**src/rtl/core/ewt_pkg.sv**
```systemverilog
// ----------------------------------------------------------------------------
// ewt_pkg: shared types and constants for the exponential time weighting
// Widths, register indexes, sequencer states and the control bundles that
// pass between the sequencer, the shared multiplier and the square root unit.
// ----------------------------------------------------------------------------
package ewt_pkg;

	localparam int SAMPLE_BITS    = 24;
	localparam int COEF_FRAC_BITS = 32;
	localparam int MS_FRAC_BITS   = 16;
	localparam int MS_BITS        = 63;
	localparam int LEVEL_BITS     = 32;
	localparam int CFG_DATA_BITS  = 32;
	localparam int MODE_BITS      = 2;
	localparam int NUM_REGS       = 4;
	localparam int CFG_IDX_BITS   = $clog2(NUM_REGS);

	// Shared multiplier: signed 33 x 33, enough for a 32-bit half of the
	// difference plus its sign, and for the unsigned coefficient.
	localparam int MUL_OP_BITS = 33;
	localparam int PROD_BITS   = 2 * MUL_OP_BITS;
	localparam int ACC_BITS    = 64;
	localparam int HALF_BITS   = ACC_BITS / 2;
	localparam int SQ_BITS     = 2 * SAMPLE_BITS;

	// Square root unit: one result bit per step
	localparam int ROOT_BITS = LEVEL_BITS;
	localparam int RAD_BITS  = 2 * ROOT_BITS;
	localparam int REM_BITS  = ROOT_BITS + 2;
	localparam int STEP_BITS = $clog2(ROOT_BITS);

	localparam logic [COEF_FRAC_BITS-1:0] COEF_FAST_RST    = COEF_FRAC_BITS'(32'd4294251528);
	localparam logic [COEF_FRAC_BITS-1:0] COEF_SLOW_RST    = COEF_FRAC_BITS'(32'd4294877818);
	localparam logic [COEF_FRAC_BITS-1:0] COEF_IMPULSE_RST = COEF_FRAC_BITS'(32'd4292411529);

	typedef enum logic [CFG_IDX_BITS-1:0] {
		REG_MODE,
		REG_COEF_FAST,
		REG_COEF_SLOW,
		REG_COEF_IMPULSE
	} reg_idx_t;

	typedef enum logic [MODE_BITS-1:0] {
		MODE_FAST    = 2'd0,
		MODE_SLOW    = 2'd1,
		MODE_IMPULSE = 2'd2
	} mode_t;

	typedef enum logic [1:0] {
		MUL_SQUARE,
		MUL_DIFF_LO,
		MUL_DIFF_HI
	} mul_sel_t;

	typedef struct packed {
		logic     en;
		mul_sel_t sel;
	} mul_ctl_t;

	typedef struct packed {
		logic busy;
		logic done;
	} root_stat_t;

	typedef enum logic [3:0] {
		ST_IDLE,
		ST_SQUARE,
		ST_DIFF,
		ST_MUL_LO,
		ST_MUL_HI,
		ST_ADD,
		ST_ROOT_GO,
		ST_ROOT,
		ST_OUT
	} state_t;

endpackage

```
**src/rtl/core/exponential_time_weighting.sv**
```systemverilog
// in_ready is high only in the idle state, so a new request is taken only once the last
// level has been loaded into the output register. The work is the bit-serial square root
// (32 steps) and three passes through the shared multiplier (only the square when it seeds).
// The output register lets the next request in while a level waits.
// Reset (arst_n low, asynchronous): registers take their default coefficients and fast mode,
// the running mean square is cleared and the next sample seeds the average.
// ----------------------------------------------------------------------------
// exponential_time_weighting: time-weighted RMS level detector
// Squares each sample, smooths the square with a one-pole exponential
// average (fast, slow or impulse factor) and returns the floor square root
// of the running mean square.
// ----------------------------------------------------------------------------
module exponential_time_weighting
	import ewt_pkg::*;
(
	input  logic                     clk,
	input  logic                     arst_n,
	// configuration write channel
	input  logic                     cfg_valid,
	output logic                     cfg_ready,
	input  logic [CFG_IDX_BITS-1:0]  cfg_index,
	input  logic [CFG_DATA_BITS-1:0] cfg_data,
	// sample channel
	input  logic                     in_valid,
	output logic                     in_ready,
	input  logic signed [SAMPLE_BITS-1:0] sample,
	input  logic                     restart,
	// level channel
	output logic                     out_valid,
	input  logic                     out_ready,
	output logic [LEVEL_BITS-1:0]    level
);

	// Smoothing identity used here:
	//   floor((a*y + (2^C - a)*v) / 2^C) = v + floor(a*(y - v) / 2^C)
	// The signed difference d = y - v is split into halves; with
	// p0 = a*d[31:0] (unsigned) and p1 = a*d[63:32] (signed) the new value is
	//   v + (p0 >> C) + (p1 << (32 - C)).

	state_t state_q;
	state_t state_n;

	logic [COEF_FRAC_BITS-1:0]   coef;
	logic [COEF_FRAC_BITS-1:0]   coef_q;
	logic [SAMPLE_BITS-1:0]      raw;
	logic [SAMPLE_BITS-1:0]      mag_c;
	logic [SAMPLE_BITS-1:0]      mag_q;
	logic                        seeded_q;
	logic                        seed_q;
	logic [MS_BITS-1:0]          y_q;
	logic [MS_BITS-1:0]          v_q;
	logic [MS_BITS-1:0]          v_c;
	logic [ACC_BITS-1:0]         diff_q;
	logic [ACC_BITS-1:0]         acc_q;
	logic [ACC_BITS-1:0]         hi_term;
	logic signed [PROD_BITS-1:0] prod_q;
	logic [LEVEL_BITS-1:0]       level_q;
	logic                        out_valid_q;

	mul_ctl_t         mul_ctl;
	root_stat_t       root_stat;
	logic             root_start;
	logic [ROOT_BITS-1:0] root;
	logic             accept;
	logic             ld_level;

	// the user has configuration written only while idle; unenforced, so take every request
	assign cfg_ready = 1'b1;

	ewt_cfg u_cfg (
		.clk      (clk),
		.arst_n   (arst_n),
		.wr_en    (cfg_valid && cfg_ready),
		.wr_index (cfg_index),
		.wr_data  (cfg_data),
		.coef     (coef)
	);

	ewt_mul u_mul (
		.clk    (clk),
		.ctl    (mul_ctl),
		.mag    (mag_q),
		.coef   (coef_q),
		.diff   (diff_q),
		.prod_q (prod_q)
	);

	ewt_sqrt u_sqrt (
		.clk      (clk),
		.arst_n   (arst_n),
		.start    (root_start),
		.radicand (RAD_BITS'(y_q)),
		.root     (root),
		.stat     (root_stat)
	);

	// Magnitude of the sample; full-scale negative maps to 2^(N-1)
	assign raw   = sample[SAMPLE_BITS-1:0];
	assign mag_c = raw[SAMPLE_BITS-1] ? SAMPLE_BITS'(~raw + 1'b1) : raw;

	// Square moved up to the mean-square format
	assign v_c = MS_BITS'(prod_q[SQ_BITS-1:0]) << MS_FRAC_BITS;

	// High partial product aligned to the coefficient point
	assign hi_term = ACC_BITS'(prod_q) << (HALF_BITS - COEF_FRAC_BITS);

	assign accept = in_valid && in_ready;

	// Sequencer: next state
	always_comb begin
		state_n = state_q;
		case (state_q)
			ST_IDLE:    if (in_valid) state_n = ST_SQUARE;
			ST_SQUARE:  state_n = ST_DIFF;
			ST_DIFF:    state_n = seed_q ? ST_ROOT_GO : ST_MUL_LO;
			ST_MUL_LO:  state_n = ST_MUL_HI;
			ST_MUL_HI:  state_n = ST_ADD;
			ST_ADD:     state_n = ST_ROOT_GO;
			ST_ROOT_GO: state_n = ST_ROOT;
			ST_ROOT:    if (root_stat.done) state_n = ST_OUT;
			ST_OUT:     if (!out_valid_q || out_ready) state_n = ST_IDLE;
			default:    state_n = ST_IDLE;
		endcase
	end

	// Sequencer: outputs
	always_comb begin
		in_ready    = 1'b0;
		mul_ctl     = '{en: 1'b0, sel: MUL_SQUARE};
		root_start  = 1'b0;
		ld_level    = 1'b0;
		case (state_q)
			ST_IDLE:    in_ready = 1'b1;
			ST_SQUARE:  mul_ctl = '{en: 1'b1, sel: MUL_SQUARE};
			ST_MUL_LO:  mul_ctl = '{en: 1'b1, sel: MUL_DIFF_LO};
			ST_MUL_HI:  mul_ctl = '{en: 1'b1, sel: MUL_DIFF_HI};
			ST_ROOT_GO: root_start = 1'b1;
			ST_OUT:     ld_level = !out_valid_q || out_ready;
			default: ;
		endcase
	end

	always_ff @(posedge clk or negedge arst_n) begin
		if (!arst_n) begin
			state_q     <= ST_IDLE;
			seeded_q    <= 1'b0;
			out_valid_q <= 1'b0;
			y_q         <= '0;
		end else begin
			state_q <= state_n;
			if (accept) begin
				seeded_q <= 1'b1;
			end
			// Seed on the first sample, on restart, and when a = 0 (no smoothing)
			if (state_q == ST_DIFF && seed_q) begin
				y_q <= v_c;
			end else if (state_q == ST_ADD) begin
				y_q <= MS_BITS'(acc_q + hi_term);
			end
			if (ld_level) begin
				out_valid_q <= 1'b1;
			end else if (out_ready) begin
				out_valid_q <= 1'b0;
			end
		end
	end

	// Datapath registers, no reset
	always_ff @(posedge clk) begin
		if (accept) begin
			mag_q  <= mag_c;
			coef_q <= coef;
			seed_q <= restart || !seeded_q || (coef == '0);
		end
		if (state_q == ST_DIFF) begin
			v_q    <= v_c;
			diff_q <= ACC_BITS'(y_q) - ACC_BITS'(v_c);
		end
		// prod_q holds the low partial product during this state
		if (state_q == ST_MUL_HI) begin
			acc_q <= ACC_BITS'(v_q) + ACC_BITS'(prod_q[HALF_BITS*2-1:COEF_FRAC_BITS]);
		end
		if (ld_level) begin
			level_q <= root;
		end
	end

	assign out_valid = out_valid_q;
	assign level     = level_q;

`ifndef SYNTHESIS
	a_start_idle_root: assert property (@(posedge clk) disable iff (!arst_n)
		root_start |-> !root_stat.busy)
		else $error("square root started while busy");

	a_done_in_root: assert property (@(posedge clk) disable iff (!arst_n)
		root_stat.done |-> (state_q == ST_ROOT))
		else $error("square root finished outside the wait state");

	a_accept_blocks: assert property (@(posedge clk) disable iff (!arst_n)
		accept |=> !in_ready && (state_q == ST_SQUARE))
		else $error("request taken while a sample is in work");

	a_no_overwrite: assert property (@(posedge clk) disable iff (!arst_n)
		ld_level |-> (!out_valid_q || out_ready))
		else $error("level register overwritten before it was taken");
`endif

endmodule

```
**src/rtl/core/ewt_cfg.sv**
```systemverilog
// ----------------------------------------------------------------------------
// ewt_cfg: configuration registers
// Holds the weighting mode and the three decay factors and presents the
// factor that the current mode selects.
// ----------------------------------------------------------------------------
module ewt_cfg
	import ewt_pkg::*;
(
	input  logic                      clk,
	input  logic                      arst_n,
	input  logic                      wr_en,
	input  logic [CFG_IDX_BITS-1:0]   wr_index,
	input  logic [CFG_DATA_BITS-1:0]  wr_data,
	output logic [COEF_FRAC_BITS-1:0] coef
);

	logic [MODE_BITS-1:0]      mode_q;
	logic [COEF_FRAC_BITS-1:0] fast_q;
	logic [COEF_FRAC_BITS-1:0] slow_q;
	logic [COEF_FRAC_BITS-1:0] imp_q;

	always_ff @(posedge clk or negedge arst_n) begin
		if (!arst_n) begin
			mode_q <= MODE_FAST;
			fast_q <= COEF_FAST_RST;
			slow_q <= COEF_SLOW_RST;
			imp_q  <= COEF_IMPULSE_RST;
		end else if (wr_en) begin
			case (reg_idx_t'(wr_index))
				REG_MODE:         mode_q <= wr_data[MODE_BITS-1:0];
				REG_COEF_FAST:    fast_q <= wr_data[COEF_FRAC_BITS-1:0];
				REG_COEF_SLOW:    slow_q <= wr_data[COEF_FRAC_BITS-1:0];
				REG_COEF_IMPULSE: imp_q  <= wr_data[COEF_FRAC_BITS-1:0];
				default: ;
			endcase
		end
	end

	// unused mode code falls back to fast
	always_comb begin
		case (mode_t'(mode_q))
			MODE_SLOW:    coef = slow_q;
			MODE_IMPULSE: coef = imp_q;
			default:      coef = fast_q;
		endcase
	end

endmodule

```
**src/rtl/core/ewt_mul.sv**
```systemverilog
// ----------------------------------------------------------------------------
// ewt_mul: shared signed multiplier
// Picks its operands for the square or for one half of the smoothing
// product and registers the full product.
// ----------------------------------------------------------------------------
module ewt_mul
	import ewt_pkg::*;
(
	input  logic                        clk,
	input  mul_ctl_t                    ctl,
	input  logic [SAMPLE_BITS-1:0]      mag,
	input  logic [COEF_FRAC_BITS-1:0]   coef,
	input  logic [ACC_BITS-1:0]         diff,
	output logic signed [PROD_BITS-1:0] prod_q
);

	logic signed [MUL_OP_BITS-1:0] opa;
	logic signed [MUL_OP_BITS-1:0] opb;

	always_comb begin
		case (ctl.sel)
			MUL_SQUARE: begin
				opa = MUL_OP_BITS'(mag);
				opb = MUL_OP_BITS'(mag);
			end
			MUL_DIFF_LO: begin
				opa = MUL_OP_BITS'(coef);
				opb = MUL_OP_BITS'(diff[HALF_BITS-1:0]);
			end
			MUL_DIFF_HI: begin
				opa = MUL_OP_BITS'(coef);
				opb = MUL_OP_BITS'($signed(diff[ACC_BITS-1:HALF_BITS]));
			end
			default: begin
				opa = '0;
				opb = '0;
			end
		endcase
	end

	always_ff @(posedge clk) begin
		if (ctl.en) begin
			prod_q <= opa * opb;
		end
	end

endmodule

```
**src/rtl/core/ewt_sqrt.sv**
```systemverilog
// ----------------------------------------------------------------------------
// ewt_sqrt: bit-serial integer square root
// Restoring method, one root bit per cycle; the root holds until the next
// start.
// ----------------------------------------------------------------------------
module ewt_sqrt
	import ewt_pkg::*;
(
	input  logic                 clk,
	input  logic                 arst_n,
	input  logic                 start,
	input  logic [RAD_BITS-1:0]  radicand,
	output logic [ROOT_BITS-1:0] root,
	output root_stat_t           stat
);

	logic [RAD_BITS-1:0]  rad_q;
	logic [REM_BITS-1:0]  rem_q;
	logic [ROOT_BITS-1:0] root_q;
	logic [STEP_BITS-1:0] cnt_q;
	logic                 busy_q;
	logic                 done_q;

	logic [REM_BITS+1:0]  rem_sh;
	logic [REM_BITS+1:0]  trial;
	logic                 fits;

	assign rem_sh = {rem_q, rad_q[RAD_BITS-1 -: 2]};
	assign trial  = (REM_BITS+2)'({root_q, 2'b01});
	assign fits   = rem_sh >= trial;

	always_ff @(posedge clk or negedge arst_n) begin
		if (!arst_n) begin
			busy_q <= 1'b0;
			done_q <= 1'b0;
			cnt_q  <= '0;
		end else begin
			done_q <= 1'b0;
			if (start) begin
				busy_q <= 1'b1;
				cnt_q  <= '0;
			end else if (busy_q) begin
				cnt_q <= cnt_q + 1'b1;
				if (cnt_q == STEP_BITS'(ROOT_BITS - 1)) begin
					busy_q <= 1'b0;
					done_q <= 1'b1;
				end
			end
		end
	end

	always_ff @(posedge clk) begin
		if (start) begin
			rad_q  <= radicand;
			rem_q  <= '0;
			root_q <= '0;
		end else if (busy_q) begin
			rad_q <= rad_q << 2;
			if (fits) begin
				rem_q  <= REM_BITS'(rem_sh - trial);
				root_q <= {root_q[ROOT_BITS-2:0], 1'b1};
			end else begin
				rem_q  <= REM_BITS'(rem_sh);
				root_q <= {root_q[ROOT_BITS-2:0], 1'b0};
			end
		end
	end

	assign root = root_q;
	assign stat = '{busy: busy_q, done: done_q};

endmodule
```
**config.mk**
```make
export PLATFORM = sky130hd
export DESIGN_NAME = exponential_time_weighting
export DESIGN_NICKNAME = d
export VERILOG_FILES = /design/src/rtl/core/ewt_pkg.sv /design/src/rtl/core/exponential_time_weighting.sv /design/src/rtl/core/ewt_cfg.sv /design/src/rtl/core/ewt_mul.sv /design/src/rtl/core/ewt_sqrt.sv
export SDC_FILE = /design/constraint.sdc
export NUM_CORES = 2
export LEC_CHECK = 0
export BUFFER_PORTS_ARGS = -buffer_cell sky130_fd_sc_hd__buf_2
export CAP_MARGIN = 10
export CORE_UTILIZATION = 50
export DETAILED_ROUTE_END_ITERATION = 8
export GPL_ROUTABILITY_DRIVEN = 0
export PLACE_DENSITY = 0.78
export SYNTH_ARGS = -nofsm -noshare
export SYNTH_HDL_FRONTEND = slang
export SYNTH_HIERARCHICAL = 1
export SYNTH_SLANG_ARGS = --single-unit
```
**constraint.sdc**
```tcl
create_clock -name clk -period 18.3 [get_ports clk]
set_input_delay 3.66 -clock clk [delete_from_list [all_inputs] [get_ports clk]]
set_output_delay 3.66 -clock clk [all_outputs]
set_load 0.01 [all_outputs]
```
==> results.yml <==
outcome:
  outcome: "finished with violations"
  violations: "design-rule violations"
drt:
  viasPerCell: 6.08
  routed_wl_um: 211000
  drc: 29
  ant_nets: 0
  drt-initial-drc-count: 6828
  wl_per_cell_um: 24.0
  vias: 53400
  firstDrtPassIters: 9
synthesis:
  synthCells: 7012
  synth_area_um2: 67500
  syn_area_per_cell_um2: 9.63
  ys_warn_count: 6
  synth_nets: 8471
place:
  postPlaceCellArea_um2: 69700
  port_buffers: 97
  dpl.hpwl_um: 161000
layout:
  layout_commonest_cell: "inv_1"
  fin_util_pct: 53.8
  final_cell_mix: "inv_1 (1128), fa_1 (931), nor2_1 (846), nand2_1 (729), ha_1 (462)"
  n_fill_cell: 11400
  fin_area_um2: 71900
  ff_latch_area_um2: 17500
  nets: 8412
  multi_input_area_um2: 44400
  syn_to_final_growth_pct: 6.58
  drive_gt1_share_pct: 8.50
timing:
  period_needed_ps: 11680
  slew_violations: 0
  fin_crit_sh_pct: 63.8
  tightest_slew_ps: 1460
  rsz0062_at_grt: "no"
  tns_ps: 0
  finalClockSkew_ps: 41.8
  relSlewSlack_pct: 1.74
  hold_viol_final: 0
  setup_viol: 0
  max_freq_mhz: 85.6
critical_path:
  end_kind: "register"
  path_max_fanout: 34
  startpoint_type: "register"
  cp.arrival_ps: 12080
  cp_common_cell: "fa_1"
  cp_slowest_cell: "o21ai_1"
  cp.required_ps: 18700
  crit_type: "reg2reg"
  max_stage_delay_ps: 1180
global_route:
  grt_pass1_wl_um: 320000
  antenna_found_initial: 16
  track_usage_pct: 31.1
  grt_pass1_vias: 54600
  grt_max_degree: 76
  grt_overflow: 0
clock_network:
  cts_resized: 0
  root_buffer: "clkbuf_16"
  postCtsHoldBufs: 0
  post_cts_buffers: 0
  clock_sinks: 631
  clkTransAtPathRegs_ps: 60
  cts_buffers: 68
  clk_latency_ps: 670
  cts_tree: "yes"
  cts_buffer_depth: 3
  htreeDepth: 3
job:
  cap_violations: 0
die:
  die-area_um2: 136000
  start_util_pct: 50.5
  core_um2: 134000
  die_w_um: 369
  io_pins: 99
  row_count: 134
  fp.dieH_um: 369
worst_hold_path:
  min_path_type: "reg2reg"
## metal layers
layer	track usage (%)	vias to the layer above	part of all wire [%]
met5	0	-	0.063
met4	21.2	16	8.2
met3	12.2	1056	15
met2	46.1	3653	43
met1	37.4	26100	34
li1	-	22600	-
## stage by stage
stage	hold WS, ps	cells	worst slack [ps]
after floorplan	429	7012	4250
after global placement	446	8651	7410
after detailed placement	447	8651	7270
after CTS	465	8776	7210
after global routing	471	8777	6670
final	465	8782	6620
## sequential cells by signal, indices dropped and copies added (netlist names)
| name | count |
|---|---|
| out_valid | 1 |
| u_cfg/mode_q | 2 |
| seed_q | 1 |
| u_cfg/slow_q | 32 |
| mag_q | 24 |
| u_sqrt/cnt_q | 5 |
| u_sqrt/root | 32 |
| y_q | 63 |
| u_sqrt/busy_q | 1 |
| u_mul/prod_q | 64 |
| acc_q | 63 |
| u_cfg/imp_q | 32 |
| level | 32 |
| v_q | 47 |
| u_cfg/fast_q | 32 |
| state_q | 4 |
| seeded_q | 1 |
| coef_q | 32 |
| diff_q | 64 |
| u_sqrt/rem_q | 34 |
| u_sqrt/rad_q | 64 |
| u_sqrt/done_q | 1 |
## worst max-delay path: cells and delay by family, from the launching register on
kind / cells / cell delay (ps)
adders and majority gates: 10 / 5060
AOI/OAI and AO/OA: 5 / 2380
buffers and inverters: 4 / 570
and+or+nand+nor: 8 / 2740
DFF: 1 / 490
xor gates and xnor gates: 1 / 140
## path summary, 6_finish.rpt
kind / from / endpoint / slack (ps) / cells after the start
max in group asynchronous: arst_n / u_sqrt/busy_q$_DFF_PN0_ / 13210 / 3
hold / removal: seeded_q$_DFFE_PN0P_ / seeded_q$_DFFE_PN0P_ / 460 / 1
setup / recovery: state_q[3]$_DFFE_PN0P_ / u_mul/prod_q[56]$_DFFE_PP_ / 6620 / 28
setup reg to reg: state_q[3]$_DFFE_PN0P_ / u_mul/prod_q[56]$_DFFE_PP_ / 6620 / 28
hold reg to reg: seeded_q$_DFFE_PN0P_ / seeded_q$_DFFE_PN0P_ / 460 / 1
min in group asynchronous: arst_n / u_cfg/slow_q[0]$_DFFE_PN0P_ / 3010 / 1
## area by class of cell
cell class / instances / share of cell area [%]
Multi-Input combinational cell: 4918 / 61.7
Sequential cell: 631 / 24.3
Inverter: 1129 / 5.89
Tap cell: 1768 / 3.07
Clock buffer: 97 / 2.67
Timing Repair Buffer: 205 / 1.81
Clock inverter: 28 / 0.497
Antenna cell: 6 / 0.0209
Power is not shown: default switching activity piles up to over one toggle a cycle in this logic, so the estimate is an artifact.
